File: src/rtl/core/ilps_pkg.sv
// ilps_pkg: shared types and constants for the ignition line power sequencer
// no dependencies; used by every module of the block by scoped name

package ilps_pkg;

    localparam int unsigned IGN_W  = 10;
    localparam int unsigned CNT_W  = 4;
    localparam int unsigned ADDR_W = 3;
    localparam int unsigned DATA_W = 32;

    localparam logic [IGN_W-1:0] IGNORE_RESET  = 10'd30;
    localparam logic [CNT_W-1:0] CONFIRM_RESET = 4'd5;
    localparam logic [CNT_W-1:0] CNT_MAX       = 4'd15;

    // register index taken from paddr bit 2
    localparam logic REG_IGNORE  = 1'b0;
    localparam logic REG_CONFIRM = 1'b1;

    typedef enum logic [2:0] {
        PH_IDLE    = 3'd0,
        PH_ASSERT  = 3'd1,
        PH_ENTER   = 3'd2,
        PH_OFF     = 3'd3,
        PH_RELEASE = 3'd4,
        PH_EXIT    = 3'd5
    } t_phase;

    typedef struct packed {
        logic [IGN_W-1:0] ignore_ticks;
        logic [CNT_W-1:0] confirm_count;
        logic             load_ignore;
    } t_cfg;

    typedef struct packed {
        logic       line_detected;
        logic       mode_above_poweroff;
        logic       mode_is_poweroff;
    } t_tick;

    typedef struct packed {
        logic       request_poweroff;
        logic       close_modules;
        logic       open_modules;
        logic       return_previous;
        logic [2:0] phase;
    } t_result;

endpackage

File: src/rtl/core/ilps_regs.sv
// ilps_regs: apb-style configuration registers (ignore_ticks, confirm_count)
// depends on ilps_pkg

module ilps_regs (
    input  logic                          i_clk,
    input  logic                          i_rst_n,
    input  logic                          psel,
    input  logic                          penable,
    input  logic                          pwrite,
    input  logic [ilps_pkg::ADDR_W-1:0]   paddr,
    input  logic [ilps_pkg::DATA_W-1:0]   pwdata,
    output logic [ilps_pkg::DATA_W-1:0]   prdata,
    output logic                          pready,
    output ilps_pkg::t_cfg                o_cfg
);

    logic [ilps_pkg::IGN_W-1:0] r_ignore_ticks;
    logic [ilps_pkg::CNT_W-1:0] r_confirm_count;
    logic                       wr_en;

    assign pready = 1'b1;
    assign wr_en  = psel && penable && pwrite;

    always_ff @(posedge i_clk) begin
        if (!i_rst_n) begin
            r_ignore_ticks  <= ilps_pkg::IGNORE_RESET;
            r_confirm_count <= ilps_pkg::CONFIRM_RESET;
        end else if (wr_en) begin
            unique case (paddr[2])
                ilps_pkg::REG_IGNORE:  r_ignore_ticks  <= pwdata[ilps_pkg::IGN_W-1:0];
                ilps_pkg::REG_CONFIRM: r_confirm_count <= pwdata[ilps_pkg::CNT_W-1:0];
                default: ;
            endcase
        end
    end

    always_comb begin
        prdata = '0;
        unique case (paddr[2])
            ilps_pkg::REG_IGNORE:  prdata[ilps_pkg::IGN_W-1:0] = r_ignore_ticks;
            ilps_pkg::REG_CONFIRM: prdata[ilps_pkg::CNT_W-1:0] = r_confirm_count;
            default: ;
        endcase
    end

    // new ignore value restarts the countdown in the same cycle it is written
    assign o_cfg.ignore_ticks  = pwdata[ilps_pkg::IGN_W-1:0];
    assign o_cfg.confirm_count = r_confirm_count;
    assign o_cfg.load_ignore   = wr_en && (paddr[2] == ilps_pkg::REG_IGNORE);

endmodule

File: src/rtl/core/ilps_step.sv
// ilps_step: sequencer state and the per-tick next-state and pulse logic
// depends on ilps_pkg; configuration comes from ilps_regs

module ilps_step (
    input  logic              i_clk,
    input  logic              i_rst_n,
    input  logic              i_accept,
    input  ilps_pkg::t_tick   i_tick,
    input  ilps_pkg::t_cfg    i_cfg,
    output ilps_pkg::t_result o_result
);

    ilps_pkg::t_phase            r_phase, n_phase;
    logic [ilps_pkg::CNT_W-1:0]  r_cnt, n_cnt;
    logic [ilps_pkg::IGN_W-1:0]  r_ignore, n_ignore;
    logic                        r_had_higher, n_had_higher;

    logic [ilps_pkg::CNT_W-1:0]  cnt_bump;
    logic                        confirmed;
    logic                        ignoring;

    assign ignoring  = (r_ignore != '0);
    assign cnt_bump  = (r_cnt == ilps_pkg::CNT_MAX) ? r_cnt : r_cnt + 1'b1;
    assign confirmed = (cnt_bump >= i_cfg.confirm_count);

    // next state
    always_comb begin
        n_phase      = r_phase;
        n_cnt        = r_cnt;
        n_had_higher = r_had_higher;
        n_ignore     = r_ignore;
        if (ignoring) begin
            n_ignore = r_ignore - 1'b1;
        end else begin
            unique case (r_phase)
                ilps_pkg::PH_ASSERT: begin
                    if (i_tick.line_detected) begin
                        n_cnt = cnt_bump;
                        if (confirmed) begin
                            n_phase      = ilps_pkg::PH_ENTER;
                            n_had_higher = i_tick.mode_above_poweroff;
                        end
                    end else begin
                        n_cnt   = '0;
                        n_phase = ilps_pkg::PH_IDLE;
                    end
                end
                ilps_pkg::PH_ENTER: begin
                    if (i_tick.mode_is_poweroff) begin
                        n_cnt   = '0;
                        n_phase = ilps_pkg::PH_OFF;
                    end
                end
                ilps_pkg::PH_OFF: begin
                    if (!i_tick.line_detected) n_phase = ilps_pkg::PH_RELEASE;
                end
                ilps_pkg::PH_RELEASE: begin
                    if (!i_tick.line_detected) begin
                        n_cnt = cnt_bump;
                        if (confirmed) begin
                            n_cnt   = '0;
                            n_phase = ilps_pkg::PH_EXIT;
                        end
                    end else begin
                        n_cnt   = '0;
                        n_phase = ilps_pkg::PH_OFF;
                    end
                end
                ilps_pkg::PH_EXIT: begin
                    n_had_higher = 1'b0;
                    n_phase      = ilps_pkg::PH_IDLE;
                end
                // idle and the unused codes
                default: begin
                    n_phase = i_tick.line_detected ? ilps_pkg::PH_ASSERT : ilps_pkg::PH_IDLE;
                end
            endcase
        end
    end

    // pulse outputs
    always_comb begin
        o_result                  = '0;
        o_result.phase            = n_phase;
        if (!ignoring) begin
            unique case (r_phase)
                ilps_pkg::PH_ASSERT:
                    o_result.request_poweroff = i_tick.line_detected && confirmed
                                                && i_tick.mode_above_poweroff;
                ilps_pkg::PH_ENTER:
                    o_result.close_modules    = i_tick.mode_is_poweroff;
                ilps_pkg::PH_RELEASE:
                    o_result.open_modules     = !i_tick.line_detected && confirmed;
                ilps_pkg::PH_EXIT:
                    o_result.return_previous  = r_had_higher;
                default: ;
            endcase
        end
    end

    always_ff @(posedge i_clk) begin
        if (!i_rst_n) begin
            r_phase      <= ilps_pkg::PH_IDLE;
            r_cnt        <= '0;
            r_ignore     <= ilps_pkg::IGNORE_RESET;
            r_had_higher <= 1'b0;
        end else if (i_cfg.load_ignore) begin
            r_ignore <= i_cfg.ignore_ticks;
        end else if (i_accept) begin
            r_phase      <= n_phase;
            r_cnt        <= n_cnt;
            r_ignore     <= n_ignore;
            r_had_higher <= n_had_higher;
        end
    end

endmodule

File: src/rtl/core/ignition_line_power_sequencer.sv
// ignition_line_power_sequencer: top level, input handshake and result register
// depends on ilps_pkg, ilps_regs and ilps_step
//
// usage: one input beat per 100 ms tick carries the line detect level and two
// mode facts; one result beat comes back per input beat with four one-beat
// action pulses and the phase reached after that tick.
// channels: input (i_in_valid / o_in_ready), result (o_out_valid / i_out_ready),
// plus an apb-style register port (ignore_ticks at 0x0, confirm_count at 0x4).
// the result of a beat sits in the result register in the cycle after it is
// accepted. throughput: one beat per cycle while i_out_ready is high, set
// by the single result register; the tick logic is one pass of next-state logic.
// stall: while a result waits and i_out_ready is low, o_in_ready is low and
// the result holds; a beat is taken in the same cycle the result drains.
// reset: phase idle, counters cleared, ignore countdown reloaded to 30,
// registers back to their defaults, no result pending.
// writing ignore_ticks restarts the ignore period at once.

module ignition_line_power_sequencer (
    input  logic                        i_clk,
    input  logic                        i_rst_n,
    input  logic                        psel,
    input  logic                        penable,
    input  logic                        pwrite,
    input  logic [ilps_pkg::ADDR_W-1:0] paddr,
    input  logic [ilps_pkg::DATA_W-1:0] pwdata,
    output logic [ilps_pkg::DATA_W-1:0] prdata,
    output logic                        pready,
    input  logic                        i_in_valid,
    output logic                        o_in_ready,
    input  logic                        i_line_detected,
    input  logic                        i_mode_above_poweroff,
    input  logic                        i_mode_is_poweroff,
    output logic                        o_out_valid,
    input  logic                        i_out_ready,
    output logic                        o_request_poweroff,
    output logic                        o_close_modules,
    output logic                        o_open_modules,
    output logic                        o_return_previous,
    output logic [2:0]                  o_phase
);

    ilps_pkg::t_cfg    cfg;
    ilps_pkg::t_tick   tick;
    ilps_pkg::t_result result;
    ilps_pkg::t_result r_result;
    logic              r_out_valid;
    logic              accept;

    assign o_in_ready = !r_out_valid || i_out_ready;
    assign accept     = i_in_valid && o_in_ready;

    assign tick.line_detected       = i_line_detected;
    assign tick.mode_above_poweroff = i_mode_above_poweroff;
    assign tick.mode_is_poweroff    = i_mode_is_poweroff;

    ilps_regs u_regs (
        .i_clk   (i_clk),
        .i_rst_n (i_rst_n),
        .psel    (psel),
        .penable (penable),
        .pwrite  (pwrite),
        .paddr   (paddr),
        .pwdata  (pwdata),
        .prdata  (prdata),
        .pready  (pready),
        .o_cfg   (cfg)
    );

    ilps_step u_step (
        .i_clk    (i_clk),
        .i_rst_n  (i_rst_n),
        .i_accept (accept),
        .i_tick   (tick),
        .i_cfg    (cfg),
        .o_result (result)
    );

    always_ff @(posedge i_clk) begin
        if (!i_rst_n) begin
            r_out_valid <= 1'b0;
        end else if (accept) begin
            r_out_valid <= 1'b1;
        end else if (i_out_ready) begin
            r_out_valid <= 1'b0;
        end
    end

    always_ff @(posedge i_clk) begin
        if (accept) begin
            r_result <= result;
        end
    end

    assign o_out_valid        = r_out_valid;
    assign o_request_poweroff = r_result.request_poweroff;
    assign o_close_modules    = r_result.close_modules;
    assign o_open_modules     = r_result.open_modules;
    assign o_return_previous  = r_result.return_previous;
    assign o_phase            = r_result.phase;

endmodule

File: config.mk
export PLATFORM = sky130hd
export DESIGN_NAME = ignition_line_power_sequencer
export DESIGN_NICKNAME = d
export VERILOG_FILES = /design/src/rtl/core/ilps_pkg.sv /design/src/rtl/core/ilps_regs.sv /design/src/rtl/core/ilps_step.sv /design/src/rtl/core/ignition_line_power_sequencer.sv
export SDC_FILE = /design/constraint.sdc
export NUM_CORES = 1
export LEC_CHECK = 0
export ABC_CLOCK_PERIOD_IN_PS = 2800
export BUFFER_PORTS_ARGS = -buffer_cell sky130_fd_sc_hd__buf_2
export CORE_AREA = 2 2 75 77
export CTS_BUF_LIST = sky130_fd_sc_hd__clkbuf_8
export DETAILED_ROUTE_END_ITERATION = 16
export DIE_AREA = 0 0 77 79
export PLACE_DENSITY = 0.75
export SLEW_MARGIN = 30
export SYNTH_ARGS = -nofsm -noshare
export SYNTH_HDL_FRONTEND = slang
export SYNTH_HIERARCHICAL = 1
export SYNTH_SLANG_ARGS = --single-unit
File: constraint.sdc
create_clock -name i_clk -period 2.8 [get_ports i_clk]
set_input_delay 0.28 -clock i_clk [delete_from_list [all_inputs] [get_ports i_clk]]
set_output_delay 0.28 -clock i_clk [all_outputs]
set_load 0.1 [all_outputs]
==> metrics.yaml <==
pwr:
  clockPowerShare_pct: 32.9
  swShare_pct: 35.39
  p_comb_share_pct: 23.9
  pwr_density_cell_nw_per_um2: 519.7
  power_leakage_nw: 1.092
  intPower_mw: 0.9205
  ir_drop_v: 0.0002862
  pwr-share-seq_pct: 43.2
  total_power_mw: 1.425
  p_sw_mw: 0.5042
clocking:
  h-tree-depth: 2
  cts_root_buffer: "clkbuf_8"
  post-cts-setup-buffer-count: 0
  insertion_delay_ps: 290
  cts_buffer_depth: 2
  clock-sinks: 40
  cts_buffers: 5
  cts_tree: "yes"
  clk_pin_slew_ps: 80
worst_setup_path:
  path_class: "reg2reg"
  cp_common_cell: "mux2_2"
  crit_chain: "ha_2 -> nand3_1 -> mux2_2 -> ha_1 -> o211ai_1 -> o21ai_2 -> a21oi_1 -> o22ai_1 -> mux2_2"
  crit_arrival_ps: 2650
  cp.required_ps: 2850
  endpoint_kind: "flip-flop"
  critPathMaxFanout: 4
  cpPeakStageDelay_ps: 390
  critPathSlowestCell: "dfxtp_1"
  startpoint_type: "flip-flop"
sta:
  drv_slew: 0
  max_slew.worst_pin.slew_ps: 634.5
  hold_ws_ps: 226.6
  slew_headroom_pct: 57.31
  skew_ps: 4.840
  fin_crit_sh_pct: 92.80
  setup_ws_ps: 201.5
  report.final.hold_viol_count: 0
  fmax_mhz: 384.8
  min_period_ps: 2599
  setup_violations: 0
synth:
  synth.cell_area_um2: 2554
  synth_seq_cells: 40
  synth-edff-count: 7
  syn_area_per_cell_um2: 8.657
  ys_async_sr_fraction_pct: 0
  yosysWarnings: 6
  yosysSeqAreaShare_pct: 34.10
  synth_flop_cell: "dfxtp_1"
  syn_inst: 295
  synth.distinct_cells: 53
global_route:
  grt_max_degree: 32
  track_usage_pct: 16.33
  antenna_found_initial: 0
  grt_pass1_vias: 1823
  gr-total-overflow: 0
  grt_pass1_wl_um: 8086
die:
  row_count: 27
  die_w_um: 77
  die_h_um: 79
  initial_core_util_pct: 47.84
  die_area_um2: 6083
  io_pins: 87
  core_um2: 5338
place:
  hpwlAfterDp_um: 3488
  place_area_um2: 2618
  gp_congestion: 0.8444
  io_buffers: 39
  place_ws_ps: 38.27
detailed_routing:
  dr.pass1.iters: 4
  drt-initial-drc-count: 81
  vias_per_cell: 5.166
  wl_um: 4872
  wl_per_cell_um: 12.46
  drc: 0
  ant_nets: 0
  vias: 2020
layout:
  fin_nets: 369
  n_antenna_cell: 0
  drive_gt1_share_pct: 21.94
  final_common_cell: "buf_2"
  area_growth_pct: 7.349
  fin_area_um2: 2741
  final_core_util_pct: 51.36
  final_cell_mix: "buf_2, nand2_1, dfxtp_1, conb_1, nor2b_1"
status:
  outcome: "complete, no violations"
run:
  max-cap-violations: 0
hold_path:
  hp-class: "in2reg"
kinds of logic (layout without fill, tap and decap cells):
group	Yosys count	in the layout	synth area share, %
AO/OA/AOI/OAI	51	51	13.87
other	2	23	0.2941
AND/OR/NAND/NOR	111	111	23.71
multiplexers	22	22	8.917
buffers and inverters	57	60	14.11
flip-flops	40	40	34.10
XOR/XNOR	6	6	2.058
adder cells (fa/ha/maj)	6	6	2.940
timing repair:
item,in CTS,in global routing
hold buffers,0,0
resized for setup,0,5
endpoints found under the setup margin,0,5
endpoints found under the hold margin,0,0
per-layer routing:
metal / routed length (µm) / GRT usage (%) / vias up
li1: - / - / 1026
met1: 2398 / 21.48 / 926
met2: 2134 / 25.44 / 61
met3: 277 / 3.636 / 7
met4: 62 / 8.036 / 0
met5: 0 / 0 / -
cell type report:
class	count	area, µm²
Fill cell	529	2596
Clock inverter	3	38.79
Sequential cell	40	870.8
Clock buffer	5	68.82
Timing Repair Buffer	42	217.7
Tap cell	72	90.09
Inverter	10	37.54
Multi-Input combinational cell	219	1418
through the flow:
stage | TNS [ps] | std cells
2_1_floorplan | 0 | 316
3_3_place_gp | 0 | 383
3_5_place_dp | 0 | 383
4_1_cts | 0 | 391
5_1_grt | -14.52 | 391
6_report | 0 | 391
power groups by stage:
stage	clock, mW	combinational (mW)	sequential (mW)
CTS	0.475	0.340	0.615
global route	0.496	0.357	0.618
floorplan	0	0.294	0.667
finish	0.469	0.340	0.615
detailed placement	0	0.340	0.629
global placement	0	0.337	0.628
state kept, by name, indices dropped and copies added, names as in the netlist, 3 cells and up:
signal,count
o_phase,3
u_regs/r_confirm_count,4
u_regs/r_ignore_ticks,10
u_step/r_cnt,4
u_step/r_ignore,10
u_step/r_phase,3
worst paths after layout:
kind / from / to / slack, ps / depth (start not counted)
worst max register to register: u_step/r_cnt[1] / o_phase[1] / 200 / 9
worst min-delay path: i_in_valid / o_out_valid / 230 / 3
worst max-delay path: u_step/r_cnt[1] / o_phase[1] / 200 / 9
worst min register to register: u_regs/r_ignore_ticks[7] / u_regs/r_ignore_ticks[7] / 460 / 2
critical path: cells and delay by family, from the launching register on:
kind            cells  cell delay (ps)
compound gates      4              680
mux                 2              620
fa+ha+maj           2              490
flops               1              390
simple gates        1              160
cells in the mapped netlist (all sizes together) (2+ instances only):
library cell  number  area share [%]
clkbuf             9             1.4
xnor2              5             1.7
and3               2            0.49
nand2b             2            0.78
inv               10             1.5
o41ai              2            0.98
or4                4             1.7
nor4               4            0.98
nor2              10             1.5
a21oi             11             2.2
nor2b             22             5.4
nand4              4            0.98
buf               38              11
nor3              12             2.4
mux2               6             2.6
and4b              3             1.4
o22ai              4            0.98
a211oi             5             1.5
o211ai             5             1.5
dfxtp             33              26
nand3              5            0.98
mux2i             16             6.3
o21ai             11             2.2
o21a               3            0.88
edfxtp             7             8.2
nand2             37             5.4
conb               2            0.29
ha                 6             2.9
Note: power is estimated with default switching activity, not from simulation.
